--- config.mk ---
export PLATFORM = sky130hd
export DESIGN_NAME = bxds_div
export DESIGN_NICKNAME = d
export VERILOG_FILES = /design/src/hdl/bxds_pkg.sv /design/src/hdl/bxds_div.sv
export SDC_FILE = /design/constraint.sdc
export NUM_CORES = 1
export LEC_CHECK = 0
export BUFFER_PORTS_ARGS = -buffer_cell sky130_fd_sc_hd__buf_2
export CORE_MARGIN = 2
export CORE_UTILIZATION = 45
export CTS_CLUSTER_SIZE = 10
export DETAILED_ROUTE_END_ITERATION = 10
export PLACE_DENSITY = 0.67
export SLEW_MARGIN = 20
export SYNTH_ARGS = -nofsm -noshare
export SYNTH_HDL_FRONTEND = slang
export SYNTH_SLANG_ARGS = --single-unit
--- constraint.sdc ---
create_clock -name clk -period 4.6 [get_ports clk]
set_clock_uncertainty 0.2 [all_clocks]
set_input_delay 0.23 -clock clk [delete_from_list [all_inputs] [get_ports clk]]
set_output_delay 0.23 -clock clk [all_outputs]
set_load 0.05 [all_outputs]
--- src/hdl/bxds_pkg.sv ---
// ----------------------------------------------------------------------------
// bxds_pkg
// Shared constants and types for the box-average downscaler.
// ----------------------------------------------------------------------------
package bxds_pkg;

    // Default sizing of the line store and block side
    localparam int DEF_MAX_WIDTH  = 1024;
    localparam int DEF_MAX_FACTOR = 16;

    // Field widths
    localparam int PIX_W      = 8;
    localparam int SUM_W      = 16;
    localparam int LW_W       = 11;
    localparam int ZF_W       = 5;
    localparam int CFG_IDX_W  = 8;
    localparam int CFG_DATA_W = 16;

    // Quotient bits produced by the divider (one per stage)
    localparam int QUO_W = 8;

    // Configuration register indexes
    localparam logic [CFG_IDX_W-1:0] REG_LINE_WIDTH  = 8'd0;
    localparam logic [CFG_IDX_W-1:0] REG_ZOOM_FACTOR = 8'd1;

    // Register reset values
    localparam logic [LW_W-1:0] LINE_WIDTH_RST  = 11'd256;
    localparam logic [ZF_W-1:0] ZOOM_FACTOR_RST = 5'd2;

    // Per-item decode from the position tracker
    typedef struct packed {
        logic in_block;   // pixel lies in a whole block of a whole band
        logic blk_first;  // first pixel of its block: start a new sum
        logic emit;       // last pixel of its block: produce an output pixel
        logic row_end;    // output pixel closes an output row
        logic frame_end;  // output pixel closes the frame
    } pos_flags_t;

endpackage

--- src/hdl/bxds_div.sv ---
// ----------------------------------------------------------------------------
// bxds_div
// Pipelined restoring divider: block sum over factor squared, one quotient
// bit per stage, carrying the end marks alongside.
// ----------------------------------------------------------------------------
module bxds_div #(
    parameter int MAX_FACTOR = bxds_pkg::DEF_MAX_FACTOR,
    localparam int FW = $clog2(MAX_FACTOR + 1)
) (
    input  logic                          clk,
    input  logic                          rst_n,
    input  logic                          advance,
    input  logic [2*FW-1:0]               divisor,
    input  logic                          in_valid,
    input  logic [bxds_pkg::SUM_W-1:0]    in_sum,
    input  logic                          in_row_end,
    input  logic                          in_frame_end,
    output logic                          out_valid,
    output logic [bxds_pkg::QUO_W-1:0]    out_quo,
    output logic                          out_row_end,
    output logic                          out_frame_end
);

    localparam int NS = bxds_pkg::QUO_W;
    localparam int XW = 2 * FW + bxds_pkg::QUO_W + bxds_pkg::SUM_W;

    logic                       valid_reg [NS+1];
    logic [bxds_pkg::SUM_W-1:0] rem_reg   [NS+1];
    logic [NS-1:0]              quo_reg   [NS+1];
    logic                       re_reg    [NS+1];
    logic                       fe_reg    [NS+1];

    // Load the first stage
    always_ff @(posedge clk or negedge rst_n)
    begin
        if (!rst_n)
        begin
            valid_reg[0] <= 1'b0;
        end
        else if (advance)
        begin
            valid_reg[0] <= in_valid;
        end
    end

    always_ff @(posedge clk)
    begin
        if (advance)
        begin
            rem_reg[0] <= in_sum;
            quo_reg[0] <= '0;
            re_reg[0]  <= in_row_end;
            fe_reg[0]  <= in_frame_end;
        end
    end

    // One compare and subtract per stage, most significant quotient bit first
    for (genvar i = 0; i < NS; i++)
    begin : g_stage
        localparam int B = NS - 1 - i;

        logic [XW-1:0]              rem_x;
        logic [XW-1:0]              trial;
        logic                       take;
        logic [bxds_pkg::SUM_W-1:0] rem_next;
        logic [NS-1:0]              quo_next;

        always_comb
        begin
            rem_x    = XW'(rem_reg[i]);
            trial    = XW'(divisor) << B;
            take     = (rem_x >= trial);
            rem_next = take ? bxds_pkg::SUM_W'(rem_x - trial) : rem_reg[i];
            quo_next = quo_reg[i];
            if (take)
            begin
                quo_next[B] = 1'b1;
            end
        end

        always_ff @(posedge clk or negedge rst_n)
        begin
            if (!rst_n)
            begin
                valid_reg[i+1] <= 1'b0;
            end
            else if (advance)
            begin
                valid_reg[i+1] <= valid_reg[i];
            end
        end

        always_ff @(posedge clk)
        begin
            if (advance)
            begin
                rem_reg[i+1] <= rem_next;
                quo_reg[i+1] <= quo_next;
                re_reg[i+1]  <= re_reg[i];
                fe_reg[i+1]  <= fe_reg[i];
            end
        end
    end

    // Last stage doubles as the output register
    assign out_valid     = valid_reg[NS];
    assign out_quo       = quo_reg[NS];
    assign out_row_end   = re_reg[NS];
    assign out_frame_end = fe_reg[NS];

endmodule

==> Yosys cells after proc, flatten, opt, wreduce, memory -nomap -nowiden <==
Memories as Yosys holds them, arrays and structs flattened.
Cells that the tools add are included.
{ "word_totals": {"regBits": 9, "ramBits": 234, "n_memories": 4} }
{ "classes": {"magnitude_cmp": 8, "n_addsub": 8, "muxes": 18} }
{ "mem_list": {"columns": ["memory", "words", "width", "rd", "rd_ports_with_merged_regs", "wr", "line", "rtl"], "rows": [
  ["rem_reg", 9, 16, 8, 0, 9, "bxds_div.sv:28", "logic [bxds_pkg::SUM_W-1:0] rem_reg [NS+1];"],
  ["quo_reg", 9, 8, 9, 0, 9, "bxds_div.sv:29", "logic [NS-1:0] quo_reg [NS+1];"],
  ["fe_reg", 9, 1, 9, 0, 9, "bxds_div.sv:31", "logic fe_reg [NS+1];"],
  ["re_reg", 9, 1, 9, 0, 9, "bxds_div.sv:30", "logic re_reg [NS+1];"]
]} }
{ "ops": {"columns": ["operator", "count"], "rows": [
  ["16-bit 2-to-1 mux", 8],
  ["16-bit subtractor", 2],
  ["16-bit by 17-bit >= comparator with 1-bit output", 1],
  ["16-bit by 10-bit >= comparator with 1-bit output", 1],
  ["16-bit by 11-bit >= comparator with 1-bit output", 1],
  ["16-bit by 12-bit >= comparator with 1-bit output", 1],
  ["16-bit by 13-bit >= comparator with 1-bit output", 1],
  ["16-bit by 14-bit >= comparator with 1-bit output", 1],
  ["16-bit by 15-bit >= comparator with 1-bit output", 1],
  ["16-bit >= comparator", 1],
  ["16-bit by 10-bit subtractor with 16-bit output", 1],
  ["16-bit by 11-bit subtractor with 16-bit output", 1],
  ["16-bit by 12-bit subtractor with 16-bit output", 1],
  ["16-bit by 13-bit subtractor with 16-bit output", 1],
  ["16-bit by 14-bit subtractor with 16-bit output", 1],
  ["16-bit by 15-bit subtractor with 16-bit output", 1],
  ["1-bit 2-to-1 mux", 10]
]} }

==> Longest topological paths before layout <==
An unclocked memory read counts as a cell.
{ "logic_depth": {"word_depth": 3, "mapped_depth": 10} }

==> Least setup slack after synthesis <==
OpenSTA, ideal clock, no wires.
{ "synth_path": {"path_kind": "register to register", "start": "memory rem_reg[0][37] in the netlist's numbering", "end": "memory rem_reg[0][63] in the netlist's numbering, data pin", "n_path_buf": 0, "t_arrival_ns": 2.250, "setup_slack_ns": 1.893, "path_stages_with_launch": 11, "setup_time_ns": 0.256, "path_cell_list": "edfxtp_1 > inv_1 > ha_1 > inv_1 > fa_1 > a21oi_1 > o21ai_0 > a2111oi_0 > nor3_1 > a31o_2 > a22o_1"} }
{ "synth_lines": {"columns": ["element", "line"], "rows": [
  ["start, declared", "bxds_div.sv:28"]
]} }

==> flow_summary.yaml <==
worst_setup_path:
  crit_family: "simple AND/OR/NAND/NOR gates"
  reg2reg_slack_ns: 1.42
  path_class: "primary input to flop"
  critPathRequiredTime_ns: 4.58
  cp_slowest_cell: "or2_1"
  crit_arrival_ns: 3.28
  setup.worst_path.start_class: "primary input"
  worstPathCellList: "dlygate4sd3_1 > buf_2 > inv_1 > ha_1 > nand4_1 > nor3_1 > or4_1 > or2_1 > nor4b_1 > nor3_1"
  max_stage_delay_ns: 0.59
  path_buf_inv: 3
  path_max_fanout: 21
  end_kind: "flop"
  critPathMostFrequentCell: "nor3_1"
global_route:
  grt_max_degree: 127
  grt_usage: 0.168
  grt-ovfl-total: 0
  grt_pass1_wl_mm: 32.6
  antenna_found_initial: 0
  first_global_vias: 6831
floorplanning:
  fp.dieW_um: 157
  num_rows: 56
  initial_core_util: 0.455
  ios: 43
  die_y_um: 157
  dieArea_sq_um: 24800
  coreArea_sq_um: 23300
clock_network:
  clkSinkCount: 191
  insertion_delay_ns: 0.43
  clk_pin_slew_ns: 0.08
  htreeDepth: 4
  cts-root-buf: "clkbuf_16"
  postCtsSetupBuffers: 0
  cts_tree: "done"
  postCtsResizedCells: 0
  clk_path_buf_depth: 2
  cts_buffers: 17
final_layout:
  area_growth_pct: 13.2
  largest_register_ffs: 128
  nets: 1054
  num_antenna_cells: 0
  stdcell_area_sq_um: 12000
  drive_above_1_share: 0.139
logic_synthesis:
  synth_edf_count: 182
  postSynthCellCount: 866
  yosysUniqueCellTypes: 71
  synth_warnings: 0
  netlist_area_sq_um: 10600
  synth_top_area_frac: 0.516
  synth_top_cell_by_area: "edfxtp_1"
  synth_area_leaders: "edfxtp_1 52%, ha_1 9.3%, mux2_2 4.4%"
  synth_nets: 984
  synth-async-reset-ratio: 0.0471
  syn_area_per_cell_sq_um: 12.2
  ys_seq_area_frac: 0.538
  synthFlopType: "edfxtp_1"
  synth-seq-cells: 191
flow_run:
  drv_cap: 0
power_and_ir_drop:
  p_leak_uw: 0.00459
  peakVddDrop_mv: 0.305
  power.density_nw_per_um2: 510
place:
  hpwl_mm: 13.8
  io_buffers: 42
  place_area_sq_um: 11100
  gp_congestion: 0.882
timing:
  hold_slack_ns: 0.206
  hold_violations: 0
  grt_setup_unrepaired: "no"
  setup_viol: 0
  setup-tns-final_ns: 0
  drv_slew: 0
  slew-limit-headroom: 0.334
  max_freq_mhz: 303
  fin_crit_sh: 0.718
  fin_crit_ns: 3.30
  worst_slew_pin_slew_ns: 0.999
hold_path:
  min_path_type: "flop to flop"
detailed_routing:
  drc: 0
  vias: 6859
  first_pass_iters: 5
  viasPerCell: 5.41
  ant_nets: 0
  wl_mm: 19.6
  drtIter0Drc: 444
  routedWlPerCell_um: 15.5
run_status:
  status: "finished clean"
-- area by class of cell --
class                   count  area (sq um)
clock buffers              20           437
clock inverters            12           179
fillers                  2034         11300
inverters                  38           143
multi-input cells         620          4650
flip-flops and latches    191          5690
well taps                 319           399
repair buffers             68           482
-- power by group --
group          switching [uW]  internal [uW]
combinational            1080            913
clock                     651            916
sequential                178           2370
-- worst reg2reg max path, cell delays in order, from the launching register on --
cell and delay [ns]:
edfxtp_1 0.36, inv_1 0.05, ha_1 0.19, fa_1 0.41, nand2b_1 0.18, a21o_1 0.18, a21oi_1 0.30, or2_1 0.65
nor4b_1 0.32, nor3_1 0.08
-- path summary, 6_finish.rpt --
path                           startpoint               to  cells past startpoint
setup / recovery               divisor[9]  rem_reg[0][107]                     10
hold / removal             quo_reg[1][12]   quo_reg[1][20]                      0
setup reg to reg           rem_reg[0][82]  rem_reg[0][107]                      9
hold reg to reg            quo_reg[1][12]   quo_reg[1][20]                      0
max in group asynchronous           rst_n     valid_reg[3]                      3
min in group asynchronous           rst_n        out_valid                      3
-- layer usage --
layer	track usage	part of all wire
met3	0.0300	0.027
met5	0	0
met1	0.206	0.44
met2	0.298	0.51
met4	0.0571	0.022
-- synth_stat cells (all sizes together), types with 3 or more instances --
library cell	count
a2111oi	5
a211oi	6
a21boi	6
a21o	19
a21oi	77
a31oi	13
and2	7
and3	3
and3b	3
buf	11
clkbuf	6
dfrtp	9
edfxtp	182
fa	7
ha	79
inv	38
mux2	42
mux2i	6
nand2	29
nand2b	13
nand3	15
nand4	9
nand4b	3
nor2	79
nor2b	13
nor3	16
nor4	8
nor4b	3
o2111ai	5
o211ai	8
o21a	14
o21ai	29
o31a	4
o31ai	6
or2	7
or3	4
or4	3
xnor2	27
xor2	19
-- metrics by stage --
| step | setup slack (ns) | util | power [uW] | instances |
|---|---|---|---|---|
| CTS | 1.28 | 0.515 | 6140 | 1268 |
| finish | 1.30 | 0.515 | 6100 | 1268 |
| detailed placement | 1.18 | 0.479 | 4540 | 1214 |
| floorplan | 1.89 | - | 4130 | 866 |
| global route | 1.00 | 0.515 | 6510 | 1268 |
| global placement | 1.24 | 0.479 | 4510 | 1214 |
-- cells by family (layout without fill, tap and decap cells) --
group / after synthesis / after routing / synth area share
DFF: 191 / 191 / 0.538
AOI/OAI and AO/OA: 217 / 217 / 0.135
buffers and inverters: 55 / 138 / 0.0231
xor gates and xnor gates: 46 / 46 / 0.0381
adders and majority gates: 86 / 86 / 0.107
and+or+nand+nor: 223 / 223 / 0.109
muxes: 48 / 48 / 0.0507
-- repair_timing --
item,in CTS,in global routing
hold buffers,22,0
setup endpoints to repair,0,0
endpoints found under the hold margin,29,0
-- cells in the final DEF, fill, tap and decap left out, types with 8 or more instances in the layout --
cell type and instances:
edfxtp_1 182, nor2_1 79, ha_1 79, a21oi_1 76
mux2_2 41, buf_2 41, inv_1 38, nand2_1 29
o21ai_0 27, xnor2_1 27, dlygate4sd3_1 22, a21o_1 19
xor2_1 19, clkbuf_16 17, nor3_1 16, o21a_1 14
nand3_1 13, nor2b_1 13, nand2b_1 13, a31oi_1 13
nand4_1 9, dfrtp_1 9, nor4_1 8, o211ai_1 8
Power figures use the tool's default switching activity.
