`config.mk`:
```
export PLATFORM = sky130hd
export DESIGN_NAME = bxds_ctrl
export DESIGN_NICKNAME = d
export VERILOG_FILES = /design/src/hdl/bxds_pkg.sv /design/src/hdl/bxds_ctrl.sv
export SDC_FILE = /design/constraint.sdc
export NUM_CORES = 1
export LEC_CHECK = 0
export ABC_AREA = 1
export ABC_CLOCK_PERIOD_IN_PS = 16160
export BUFFER_PORTS_ARGS = -buffer_cell sky130_fd_sc_hd__buf_2
export CAP_MARGIN = 15
export CORE_MARGIN = 3
export CORE_UTILIZATION = 35
export DETAILED_ROUTE_END_ITERATION = 8
export PLACE_DENSITY = 0.52
export SYNTH_ARGS = -nofsm -noshare
export SYNTH_HDL_FRONTEND = slang
export SYNTH_SLANG_ARGS = --single-unit
export TNS_END_PERCENT = 30
```
`constraint.sdc`:
```
create_clock -name clk -period 16.16 [get_ports clk]
set_input_delay 3.232 -clock clk [delete_from_list [all_inputs] [get_ports clk]]
set_output_delay 3.232 -clock clk [all_outputs]
set_load 0.1 [all_outputs]
```
`src/hdl/bxds_pkg.sv`:
```
// ----------------------------------------------------------------------------
// bxds_pkg
// Shared constants and types for the box-average downscaler.
// ----------------------------------------------------------------------------
package bxds_pkg;

    // Default sizing of the line store and block side
    localparam int DEF_MAX_WIDTH  = 1024;
    localparam int DEF_MAX_FACTOR = 16;

    // Field widths
    localparam int PIX_W      = 8;
    localparam int SUM_W      = 16;
    localparam int LW_W       = 11;
    localparam int ZF_W       = 5;
    localparam int CFG_IDX_W  = 8;
    localparam int CFG_DATA_W = 16;

    // Quotient bits produced by the divider (one per stage)
    localparam int QUO_W = 8;

    // Configuration register indexes
    localparam logic [CFG_IDX_W-1:0] REG_LINE_WIDTH  = 8'd0;
    localparam logic [CFG_IDX_W-1:0] REG_ZOOM_FACTOR = 8'd1;

    // Register reset values
    localparam logic [LW_W-1:0] LINE_WIDTH_RST  = 11'd256;
    localparam logic [ZF_W-1:0] ZOOM_FACTOR_RST = 5'd2;

    // Per-item decode from the position tracker
    typedef struct packed {
        logic in_block;   // pixel lies in a whole block of a whole band
        logic blk_first;  // first pixel of its block: start a new sum
        logic emit;       // last pixel of its block: produce an output pixel
        logic row_end;    // output pixel closes an output row
        logic frame_end;  // output pixel closes the frame
    } pos_flags_t;

endpackage

```
`src/hdl/bxds_ctrl.sv`:
```
// ----------------------------------------------------------------------------
// bxds_ctrl
// Raster position tracker: decodes block membership and end marks per item.
// ----------------------------------------------------------------------------
module bxds_ctrl #(
    parameter int MAX_WIDTH  = bxds_pkg::DEF_MAX_WIDTH,
    parameter int MAX_FACTOR = bxds_pkg::DEF_MAX_FACTOR,
    localparam int CW = $clog2(MAX_WIDTH + 1),
    localparam int FW = $clog2(MAX_FACTOR + 1),
    localparam int AW = (MAX_WIDTH > 1) ? $clog2(MAX_WIDTH) : 1
) (
    input  logic                 clk,
    input  logic                 rst_n,
    input  logic                 restart,
    input  logic                 advance,
    input  logic [CW-1:0]        eff_width,
    input  logic [FW-1:0]        eff_factor,
    output logic [AW-1:0]        col,
    output bxds_pkg::pos_flags_t flags
);

    localparam int XW = CW + FW + 2;

    logic [CW-1:0] column_count_reg, column_count_next;
    logic [FW-1:0] block_column_reg, block_column_next;
    logic [FW-1:0] band_row_reg,     band_row_next;
    logic [CW-1:0] frame_row_reg,    frame_row_next;
    logic [CW-1:0] col_idx_reg,      col_idx_next;
    logic [CW-1:0] block_base_reg,   block_base_next;
    logic [CW-1:0] band_base_reg,    band_base_next;

    logic [XW-1:0] w_x;
    logic [XW-1:0] f_x;
    logic [XW-1:0] blk_end;
    logic [XW-1:0] band_end;
    logic          blk_fit;
    logic          band_fit;
    logic          last_col;
    logic          last_row;
    logic [CW:0]   cc_inc;
    logic [CW:0]   fr_inc;
    logic [FW:0]   bc_inc;
    logic [FW:0]   br_inc;
    logic          blk_done;
    logic          row_done;
    logic          band_done;
    logic          frame_done;

    // Decode the current position
    always_comb
    begin
        w_x      = XW'(eff_width);
        f_x      = XW'(eff_factor);
        blk_end  = XW'(block_base_reg) + f_x;
        band_end = XW'(band_base_reg) + f_x;
        blk_fit  = (blk_end <= w_x);
        band_fit = (band_end <= w_x);
        last_col = ((blk_end + f_x) > w_x);
        last_row = ((band_end + f_x) > w_x);

        flags.in_block  = blk_fit && band_fit;
        flags.blk_first = (band_row_reg == '0) && (block_column_reg == '0);
        flags.emit      = blk_fit && band_fit
                          && ((FW + 1)'(band_row_reg) + 1'b1 == (FW + 1)'(eff_factor))
                          && ((FW + 1)'(block_column_reg) + 1'b1 == (FW + 1)'(eff_factor));
        flags.row_end   = last_col;
        flags.frame_end = last_col && last_row;
        col             = col_idx_reg[AW-1:0];
    end

    // Advance the counters by one pixel; a restart clears them
    always_comb
    begin
        cc_inc     = (CW + 1)'(column_count_reg) + 1'b1;
        fr_inc     = (CW + 1)'(frame_row_reg) + 1'b1;
        bc_inc     = (FW + 1)'(block_column_reg) + 1'b1;
        br_inc     = (FW + 1)'(band_row_reg) + 1'b1;
        blk_done   = (bc_inc >= (FW + 1)'(eff_factor));
        row_done   = (cc_inc >= (CW + 1)'(eff_width));
        band_done  = (br_inc >= (FW + 1)'(eff_factor));
        frame_done = (fr_inc >= (CW + 1)'(eff_width));

        column_count_next = column_count_reg;
        block_column_next = block_column_reg;
        band_row_next     = band_row_reg;
        frame_row_next    = frame_row_reg;
        col_idx_next      = col_idx_reg;
        block_base_next   = block_base_reg;
        band_base_next    = band_base_reg;

        if (restart)
        begin
            column_count_next = '0;
            block_column_next = '0;
            band_row_next     = '0;
            frame_row_next    = '0;
            col_idx_next      = '0;
            block_base_next   = '0;
            band_base_next    = '0;
        end
        else if (advance)
        begin
            if (blk_done)
            begin
                block_column_next = '0;
                col_idx_next      = col_idx_reg + 1'b1;
                block_base_next   = CW'(cc_inc);
            end
            else
            begin
                block_column_next = FW'(bc_inc);
            end
            column_count_next = CW'(cc_inc);

            if (row_done)
            begin
                column_count_next = '0;
                block_column_next = '0;
                col_idx_next      = '0;
                block_base_next   = '0;
                frame_row_next    = CW'(fr_inc);
                if (band_done)
                begin
                    band_row_next  = '0;
                    band_base_next = CW'(fr_inc);
                end
                else
                begin
                    band_row_next = FW'(br_inc);
                end
                if (frame_done)
                begin
                    frame_row_next = '0;
                    band_row_next  = '0;
                    band_base_next = '0;
                end
            end
        end
    end

    always_ff @(posedge clk or negedge rst_n)
    begin
        if (!rst_n)
        begin
            column_count_reg <= '0;
            block_column_reg <= '0;
            band_row_reg     <= '0;
            frame_row_reg    <= '0;
            col_idx_reg      <= '0;
            block_base_reg   <= '0;
            band_base_reg    <= '0;
        end
        else
        begin
            column_count_reg <= column_count_next;
            block_column_reg <= block_column_next;
            band_row_reg     <= band_row_next;
            frame_row_reg    <= frame_row_next;
            col_idx_reg      <= col_idx_next;
            block_base_reg   <= block_base_next;
            band_base_reg    <= band_base_next;
        end
    end

endmodule

```
Word-level counts from Yosys, hierarchy flattened

Cells that the tools add are included.

Register bits: 65
Bits in latches: 0
RAM bits: 0
Memory bits (read-only): 0
Input port bits: 20
Output and inout bits: 15
Logic and storage cells: 69
Memories kept: 0

Add/sub/neg operators: 9
Multiply operators: 0
Div/mod/pow operators: 0
$lt $le $gt $ge: 8
Equality and inequality tests: 2
Shift operators: 0
Multiplexer cells: 29
Bitwise gates (word level): 0
Reduce and logical (&&, ||, !) cells: 14

Operator list:

| operator                                      | number |
|---|---|
| 2-to-1 mux 11 bit                             | 20 |
| 2-to-1 mux 5 bit                              | 9 |
| adder 12 x 5 -> 13 bit                        | 2 |
| > comparator 13 x 11 -> 1 bit                 | 2 |
| adder 11 x 1 -> 12 bit, second input constant | 2 |
| adder 11 x 5 -> 12 bit                        | 2 |
| >= comparator 12 x 11 -> 1 bit                | 2 |
| less-or-equal comparator 12 x 11 -> 1 bit     | 2 |
| adder 5 x 1 -> 6 bit, second input constant   | 2 |
| == test 6 x 5 -> 1 bit                        | 2 |
| >= comparator 6 x 5 -> 1 bit                  | 2 |
| adder 11 x 1 -> 11 bit, second input constant | 1 |
| zero test 5 bit                               | 2 |
| nonzero test 3 bit                            | 2 |
| logical AND 1 bit                             | 5 |
| AND reduction 2 bit                           | 2 |
| nonzero test 2 bit                            | 2 |
| AND reduction 3 bit                           | 1 |

Logic depth before layout (Yosys ltp)

Gate-level depths: netlist of run 1.

Depth after elaboration: 7
Mapped depth: 28
Mapped depth without buffers: 28

Worst setup path before layout of run 1

Ideal clock, no wire load.

Kind: input to output
From: input port eff_factor[0]
To: output port flags[0] in the netlist's numbering
Arrival time: 6.804 ns
Data required time: 12.928 ns
Setup slack: 6.124 ns
Stages: 21
Path buffers: 0
Cells stage by stage: ha_1 fa_1 inv_1 fa_1 o21ai_0 a21o_1 nand2_1 nor2_1 nand2_1 xor2_1 ha_1 nand2_1 inv_1 nand3_1 nor3b_1 nand2_1 nand3_1 a21oi_1 nand2_1 nand2_1 inv_1

RTL lines:

| element            | RTL line        | text |
|---|---|---|
| start: declaration | bxds_ctrl.sv:17 | `input logic [FW-1:0] eff_factor,` |
| end: declaration   | bxds_ctrl.sv:19 | `output bxds_pkg::pos_flags_t flags` |

==> results of run 1 <==
## worst max-delay path: cells and delay by family
family	cells	cell delay, ns
AO/OA/AOI/OAI	3	0.49
XOR/XNOR	2	0.36
adder cells (fa/ha/maj)	4	1.40
buffers and inverters	4	0.69
AND/OR/NAND/NOR	11	1.07
## area by class of cell
cell class                 count  area, um^2
fill                        2036       11400
multi-input combinational    771        4560
sequential                    64        1600
inverter                     154         578
tap                          260         325
clock buffer                  11         243
timing repair buffer          36         189
clock inverter                 5         104
## synth_stat cells
master	n
sky130_fd_sc_hd__a211oi_1	1
sky130_fd_sc_hd__a21boi_0	1
sky130_fd_sc_hd__a21o_1	2
sky130_fd_sc_hd__a21oi_1	43
sky130_fd_sc_hd__buf_2	4
sky130_fd_sc_hd__buf_4	4
sky130_fd_sc_hd__buf_6	3
sky130_fd_sc_hd__clkbuf_1	5
sky130_fd_sc_hd__clkinv_1	1
sky130_fd_sc_hd__dfrtp_1	64
sky130_fd_sc_hd__fa_1	4
sky130_fd_sc_hd__ha_1	103
sky130_fd_sc_hd__inv_1	152
sky130_fd_sc_hd__inv_2	1
sky130_fd_sc_hd__nand2_1	290
sky130_fd_sc_hd__nand3_1	68
sky130_fd_sc_hd__nand3_2	2
sky130_fd_sc_hd__nand3_4	1
sky130_fd_sc_hd__nand3b_1	4
sky130_fd_sc_hd__nand4_1	32
sky130_fd_sc_hd__nor2_1	77
sky130_fd_sc_hd__nor2_2	3
sky130_fd_sc_hd__nor2_4	4
sky130_fd_sc_hd__nor3_1	21
sky130_fd_sc_hd__nor3b_1	1
sky130_fd_sc_hd__o2111ai_1	1
sky130_fd_sc_hd__o211ai_1	3
sky130_fd_sc_hd__o21a_1	2
sky130_fd_sc_hd__o21ai_0	36
sky130_fd_sc_hd__o21ai_1	17
sky130_fd_sc_hd__o21ai_4	1
sky130_fd_sc_hd__o21bai_1	5
sky130_fd_sc_hd__or2_2	2
sky130_fd_sc_hd__or3_1	1
sky130_fd_sc_hd__xnor2_1	12
sky130_fd_sc_hd__xor2_1	34
## per-layer routing
layer / track usage (%) / part of all wire (%) / routed length [um]
met4: 3.28 / 0.81 / 143
met2: 27.1 / 43 / 7630
met3: 2.06 / 3.6 / 643
met5: 0 / 0 / 0
met1: 24.5 / 52 / 9210
## stage by stage
| stage | std cells | hold slack [ns] |
|---|---|---|
| detailed placement | 1284 | 0.471 |
| floorplan | 1005 | 0.453 |
| CTS | 1300 | 0.487 |
| finish | 1301 | 0.481 |
| global placement | 1284 | 0.467 |
| global route | 1301 | 0.524 |
## path summary, 6_finish.rpt
check                                 start           endpoint  cells past startpoint
setup / recovery              eff_factor[0]           flags[0]                     24
min in group asynchronous             rst_n  block_base_reg[9]                      2
hold / removal             band_base_reg[4]   band_base_reg[4]                      2
setup reg to reg           frame_row_reg[0]   band_base_reg[1]                     16
hold reg to reg            band_base_reg[4]   band_base_reg[4]                      2
max in group asynchronous             rst_n   frame_row_reg[9]                      2
## cells by family (layout without fill, tap and decap cells)
logic type | count (synthesis) | after routing | synth area share [%]
XOR/XNOR | 46 | 46 | 5.89
buffers and inverters | 170 | 206 | 9.94
flip-flops | 64 | 64 | 23.4
adder cells (fa/ha/maj) | 107 | 107 | 20.0
AO/OA/AOI/OAI | 112 | 112 | 8.92
AND/OR/NAND/NOR | 506 | 506 | 31.9
## layout by cell type, fill, tap and decap left out, types with 2 or more instances in the layout
cell,count
sky130_fd_sc_hd__nor2_1,77
sky130_fd_sc_hd__nand2_1,290
sky130_fd_sc_hd__nor2_2,3
sky130_fd_sc_hd__xnor2_1,12
sky130_fd_sc_hd__or2_2,2
sky130_fd_sc_hd__nand3b_1,4
sky130_fd_sc_hd__dfrtp_1,64
sky130_fd_sc_hd__fa_1,4
sky130_fd_sc_hd__o21ai_1,17
sky130_fd_sc_hd__nand4_1,32
sky130_fd_sc_hd__a21oi_1,43
sky130_fd_sc_hd__a21o_1,2
sky130_fd_sc_hd__bufinv_16,3
sky130_fd_sc_hd__inv_1,152
sky130_fd_sc_hd__nand3_2,2
sky130_fd_sc_hd__ha_1,103
sky130_fd_sc_hd__o21ai_0,36
sky130_fd_sc_hd__nor3_1,21
sky130_fd_sc_hd__nand3_1,68
sky130_fd_sc_hd__nor2_4,4
sky130_fd_sc_hd__o211ai_1,3
sky130_fd_sc_hd__o21bai_1,5
sky130_fd_sc_hd__clkbuf_16,9
sky130_fd_sc_hd__o21a_1,2
sky130_fd_sc_hd__buf_2,34
sky130_fd_sc_hd__xor2_1,34
## power groups by stage
stage                     clock network, mW  logic, mW  registers (mW)
final                                 0.225      0.224           0.182
after global routing                  0.239      0.261           0.183
after CTS                             0.233      0.227           0.182
after detailed placement                  0      0.225           0.184
after global placement                    0      0.225           0.184
after floorplan                           0      0.162           0.195
==> results.yml, run 1 <==
outcome:
  status: "finished, final reports clean"
timing:
  slew_headroom_pct: 42.3
  finalWorstSetupSlack_ns: 5.69
  tightest_slew_ns: 0.864
  maxClockFrequency_mhz: 95.5
  min_period_ns: 10.47
  finalMaxSlewViolations: 0
  fin_tns_setup_ns: 0
  hold_viol: 0
  clock_tree_skew_after_final_layout_ns: 0.0120
  min_period_over_period_pct: 64.8
  rsz0062_at_grt: "false"
  setup-violations-final: 0
cells_and_area:
  num-nets-final: 1163
  finalInstanceArea_mm2: 0.00760
  final_core_util_pct: 40.1
  antennaDiodeCount: 0
  syn_to_final_growth_pct: 11.1
  final_layout_size_suffix_gt1_share_pct: 6.24
hold_path:
  hold_path_class: "flip-flop to flip-flop"
power_and_ir_drop:
  power.internal_uw: 405
  p_clk_share_pct: 35.6
  ir_worst_vdd_mv: 0.0608
  power.switching_fraction_pct: 35.9
  share_comb_of_total_power_pct: 35.6
  power_density_mw_per_mm2: 83.0
  power.leakage_nw: 4.13
  finalPower_uw: 631
  p_switching_uw: 227
  seqPwrFrac_pct: 28.8
place:
  place.detailed.hpwl_um: 13600
  placed_area_mm2: 0.00725
  io_buffer_count: 34
  dp_worst_setup_slack_ns: 5.68
  gp_congestion: 0.870
grt:
  first_pass_grt_wire_length_um: 29500
  grt_overflow_total: 0
  initial_antenna_violation_count: 0
  grt_pass1_vias: 5971
  grt_max_degree: 65
  global_route.usage.total_pct: 16.9
floorplan:
  floorplan.die.height_um: 146
  die_area_mm2: 0.0213
  die_x_um: 146
  initial_utilization_pct: 36.1
  core.rowCount: 50
  ioPinCount: 35
  core_area_mm2: 0.0190
critical_path:
  crit_arrival_ns: 7.24
  slowest_stage: "sky130_fd_sc_hd__fa_1"
  crit_path_start_kind: "input pin"
  critical_path.max_stage_delay_ns: 0.47
  cells_traversed_along_the_worst_timing_path: "buf_2 -> ha_1 -> fa_1 -> xor2_1 -> ha_1 -> nand2_1 -> o21ai_0 -> a21o_1 -> nand2_1 -> nor2_1 -> nand2_1 -> xor2_1 -> ha_1 -> nand2_1 -> inv_1 -> nand3_1 -> nor3b_1 -> nand2_1 -> nand3_1 -> a21oi_1 -> nand2_1 -> nand2_1 -> inv_1 -> buf_2"
  path_class: "input pin to primary output"
  setup.reg_to_reg.worst_slack_ns: 12.62
  critPathRequiredTime_ns: 12.93
  timing.critical_path.fanout_max: 8
  path_common_cell: "sky130_fd_sc_hd__nand2_1"
  critPathCaptureType: "primary output"
synth:
  synth_warnings: 0
  syn-num-nets: 1132
  synthDistinctLibCells: 36
  ys_top_cells_by_area: "sky130_fd_sc_hd__dfrtp_1 (23%), sky130_fd_sc_hd__ha_1 (19%), sky130_fd_sc_hd__nand2_1 (16%)"
  synthesis.instances: 1005
  netlist_area_mm2: 0.00685
  yosysTopAreaCell: "sky130_fd_sc_hd__dfrtp_1"
  yosysSeqAreaShare_pct: 23.4
  synth_top_cell_area_share_pct: 23.4
  synth.avg_cell_area_um2: 6.81
  yosys_register_bits: 64
route:
  detail_route.wl_per_cell_um: 13.5
  route.antenna.remaining_nets: 0
  route.vias.total: 6155
  drt_iter0_drc: 318
  detail_route.drc_violations: 0
  route.detailed.vias_per_inst: 4.73
  firstDrtPassIters: 5
  totalWireLength_um: 17600
clock_network:
  cts_hold_buf: 0
  post_cts_resize_count: 0
  cts.htree.levels: 3
  cts-root-buf: "sky130_fd_sc_hd__clkbuf_16"
  post-cts-setup-buffers: 0
  numCtsBuffers: 9
  clockBufferDepth: 2
  clock-sinks: 64
  cts_tree: "yes"
  clock_latency_ns: 0.33
  clkSlewWorstSetupHoldPaths_ns: 0.05
run:
  cap_viol_max_count: 0
(Power assumes the default switching activity.)
==> run 2, diff against run 1 <==
--- a/config.mk
+++ b/config.mk
@@ -5,14 +5,14 @@
 export SDC_FILE = /design/constraint.sdc
 export NUM_CORES = 1
 export LEC_CHECK = 0
-export ABC_AREA = 1
-export ABC_CLOCK_PERIOD_IN_PS = 16160
+export ABC_AREA = 0
+export ABC_CLOCK_PERIOD_IN_PS = 9000
 export BUFFER_PORTS_ARGS = -buffer_cell sky130_fd_sc_hd__buf_2
 export CAP_MARGIN = 15
 export CORE_MARGIN = 3
 export CORE_UTILIZATION = 35
 export DETAILED_ROUTE_END_ITERATION = 8
-export PLACE_DENSITY = 0.52
+export PLACE_DENSITY = 0.54
 export SYNTH_ARGS = -nofsm -noshare
 export SYNTH_HDL_FRONTEND = slang
 export SYNTH_SLANG_ARGS = --single-unit
==> constraint.sdc (replaced) <==
create_clock -name clk -period 9 [get_ports clk]
set_input_delay 1.8 -clock clk [delete_from_list [all_inputs] [get_ports clk]]
set_output_delay 1.8 -clock clk [all_outputs]
set_load 0.1 [all_outputs]
==> run 2 against run 1 <==
- utilization increased by 0.092 points
- non-clock buffer count unchanged
- clock skew shrank 0.0027 ns
- critical path depth down 5
- sequential share of layout area up 1.7 points
- critical path type unchanged
- largest cell class unchanged
==> results.yml, run 2 <==
synth:
  synth_top_family_by_area: "compound AO/OA/AOI/OAI gates"
  yosysSeqAreaShare_pct: 25.1
  synth-simple-area-share_pct: 18.0
  synthesis.instances: 715
  post_synth_edffs: 0
  synth_warnings: 0
  synth.avg_cell_area_um2: 8.91
  ys_top_cells_by_area: "sky130_fd_sc_hd__dfrtp_1 (25%), sky130_fd_sc_hd__ha_1 (20%), sky130_fd_sc_hd__xnor2_1 (5.4%)"
  synth_top_cell_area_share_pct: 25.1
  yosysTopAreaCell: "sky130_fd_sc_hd__dfrtp_1"
  ys_async_sr_fraction_pct: 100
  syn-num-nets: 842
  synth.area.mux_share_pct: 0.511
  top_count_cell_post_synth: "sky130_fd_sc_hd__ha_1"
  post_synth_xor_area_fraction_pct: 8.52
  synthDistinctLibCells: 70
  yosys_register_bits: 64
  synth_commonest_cells: "sky130_fd_sc_hd__ha_1 (103), sky130_fd_sc_hd__dfrtp_1 (64), sky130_fd_sc_hd__nand2_1 (57)"
  synth_compound_area_share_pct: 21.8
  post_synth_adder_cell_area_pct: 21.5
  yosys_most_used_dff: "sky130_fd_sc_hd__dfrtp_1"
  netlist_area_mm2: 0.00637
route:
  route.vias.total: 5423
  route.detailed.vias_per_inst: 5.56
  drt_iter0_drc: 375
  totalWireLength_um: 16500
  route.antenna.remaining_nets: 0
  detail_route.drc_violations: 0
  firstDrtPassIters: 5
  detail_route.wl_per_cell_um: 16.9
grt:
  first_pass_grt_wire_length_um: 27100
  global_route.usage.total_pct: 17.0
  grt_overflow_total: 0
  initial_antenna_violation_count: 0
  grt_max_degree: 65
  grt_pass1_vias: 5294
critical_path:
  timing.critical_path.fanout_max: 8
  crit_arrival_ns: 5.97
  critPathCaptureType: "primary output"
  path_class: "input pin to primary output"
  crit_path_start_kind: "input pin"
  critPathRequiredTime_ns: 7.20
clock_network:
  post_cts_resize_count: 0
  cts.htree.levels: 3
  clock-sinks: 64
  clkSlewWorstSetupHoldPaths_ns: 0.05
  numCtsBuffers: 9
  clock_latency_ns: 0.34
  cts_hold_buf: 0
  cts-root-buf: "sky130_fd_sc_hd__clkbuf_16"
  post-cts-setup-buffers: 0
  clockBufferDepth: 2
  cts_tree: "yes"
timing:
  clock_tree_skew_after_final_layout_ns: 0.00936
  setup-violations-final: 0
  rsz0062_at_grt: "false"
  maxClockFrequency_mhz: 129
  finalMaxSlewViolations: 0
  tightest_slew_ns: 1.11
  min_period_over_period_pct: 86.3
  slew_headroom_pct: 26.1
  fin_tns_setup_ns: 0
  hold_viol: 0
  min_period_ns: 7.77
cells_and_area:
  num-nets-final: 872
  final_cell_mix: "sky130_fd_sc_hd__ha_1 (103), sky130_fd_sc_hd__dfrtp_1 (64), sky130_fd_sc_hd__nand2_1 (57), sky130_fd_sc_hd__inv_1 (55), sky130_fd_sc_hd__xnor2_1 (39)"
  layout.cells.most_common: "sky130_fd_sc_hd__ha_1"
  final_cell_count_without_fillers: 975
  syn_to_final_growth_pct: 10.7
  antennaDiodeCount: 0
  final_layout_size_suffix_gt1_share_pct: 9.73
floorplan:
  floorplan.die.height_um: 141
  core.rowCount: 48
  die_x_um: 141
  die_area_mm2: 0.0199
  core_area_mm2: 0.0175
  ioPinCount: 35
  initial_utilization_pct: 36.3
run:
  cap_viol_max_count: 0
power_and_ir_drop:
  power_density_mw_per_mm2: 132
  ir_worst_vdd_mv: 0.105
  power.leakage_nw: 3.47
place:
  io_buffer_count: 34
  gp_congestion: 0.840
  place.detailed.hpwl_um: 12700
  place_inst: 959
hold_path:
  hold_path_class: "flip-flop to flip-flop"
outcome:
  status: "finished, final reports clean"
run 2: cell count changes in the layout (fill, tap and decap cells not counted), moves of 11 or more:
cell and delta:
sky130_fd_sc_hd__nand2_1 -233, sky130_fd_sc_hd__inv_1 -97, sky130_fd_sc_hd__nor2_1 -46, sky130_fd_sc_hd__nand3_1 -36, sky130_fd_sc_hd__xnor2_1 +27, sky130_fd_sc_hd__a22o_1 +23, sky130_fd_sc_hd__nand4_1 -17, sky130_fd_sc_hd__o21ai_1 -17
sky130_fd_sc_hd__o31ai_1 +17, sky130_fd_sc_hd__a21oi_1 -16, sky130_fd_sc_hd__a21o_1 +14, sky130_fd_sc_hd__and3_1 +12, sky130_fd_sc_hd__xor2_1 -11
run 2: path summary, 6_finish.rpt:
path	cells past startpoint	endpoint	startpoint	slack, ns
worst max-delay path	19	flags[0]	eff_factor[0]	1.23
worst min-delay path	1	band_base_reg[2]	band_base_reg[2]	0.50
worst max register to register	13	band_row_reg[2]	column_count_reg[0]	4.99
worst min register to register	1	band_base_reg[2]	band_base_reg[2]	0.50
max in group asynchronous	2	block_base_reg[6]	rst_n	6.79
min in group asynchronous	2	frame_row_reg[5]	rst_n	1.66
run 2: area by class of cell:
type | count | area [um^2]
well taps | 225 | 282
multi-input cells | 579 | 4490
inverters | 55 | 206
flip-flops and latches | 64 | 1600
repair buffers | 36 | 185
clock inverters | 6 | 60.1
clock buffers | 10 | 229
fillers | 1772 | 10500
run 2: kinds of logic (layout without fill, tap and decap cells):
logic type / after synthesis / after routing
flops: 64 / 64
buf+inv: 72 / 107
compound gates: 189 / 189
xor+xnor: 62 / 62
fa+ha+maj: 107 / 107
simple gates: 218 / 218
mux: 3 / 3
run 2: metal layers:
| metal | share of wire [%] | track usage, % |
|---|---|---|
| met2 | 45 | 26.5 |
| met4 | 1.5 | 4.49 |
| met5 | 0 | 0 |
| met3 | 3.3 | 2.20 |
| met1 | 50 | 24.8 |
run 2: worst max-delay path: stages:
cell and delay [ns]:
sky130_fd_sc_hd__buf_2 0.18, sky130_fd_sc_hd__ha_1 0.27, sky130_fd_sc_hd__fa_1 0.54, sky130_fd_sc_hd__inv_1 0.07
sky130_fd_sc_hd__fa_1 0.43, sky130_fd_sc_hd__nor2b_1 0.14, sky130_fd_sc_hd__o21a_1 0.14, sky130_fd_sc_hd__o21ai_0 0.13
sky130_fd_sc_hd__a221oi_1 0.32, sky130_fd_sc_hd__nand2_1 0.12, sky130_fd_sc_hd__xnor2_1 0.14, sky130_fd_sc_hd__ha_1 0.33
sky130_fd_sc_hd__nand4_1 0.13, sky130_fd_sc_hd__o221ai_1 0.19, sky130_fd_sc_hd__a21oi_1 0.11, sky130_fd_sc_hd__o211ai_1 0.16
sky130_fd_sc_hd__a21oi_1 0.11, sky130_fd_sc_hd__a22oi_1 0.19, sky130_fd_sc_hd__buf_2 0.46
run 2: metrics by stage:
step | power [mW] | hold WS [ns] | utilization, % | area (um^2) | setup slack (ns)
final | 0.932 | 0.500 | 40.2 | 7050 | 1.23
after global routing | 0.999 | 0.527 | 40.2 | 7050 | 0.876
after CTS | 0.943 | 0.510 | 40.2 | 7050 | 1.24
after detailed placement | 0.596 | 0.497 | 38.6 | 6760 | 1.24
after global placement | 0.589 | 0.493 | 38.6 | 6760 | 1.35
after floorplan | 0.525 | 0.470 | - | 6380 | 0.119
run 2: report_power, final:
group | switching (mW) | total (mW) | internal (mW)
sequential | 0.0193 | 0.319 | 0.300
clock | 0.127 | 0.339 | 0.213
combinational | 0.169 | 0.274 | 0.105
total | 0.315 | 0.932 | 0.618
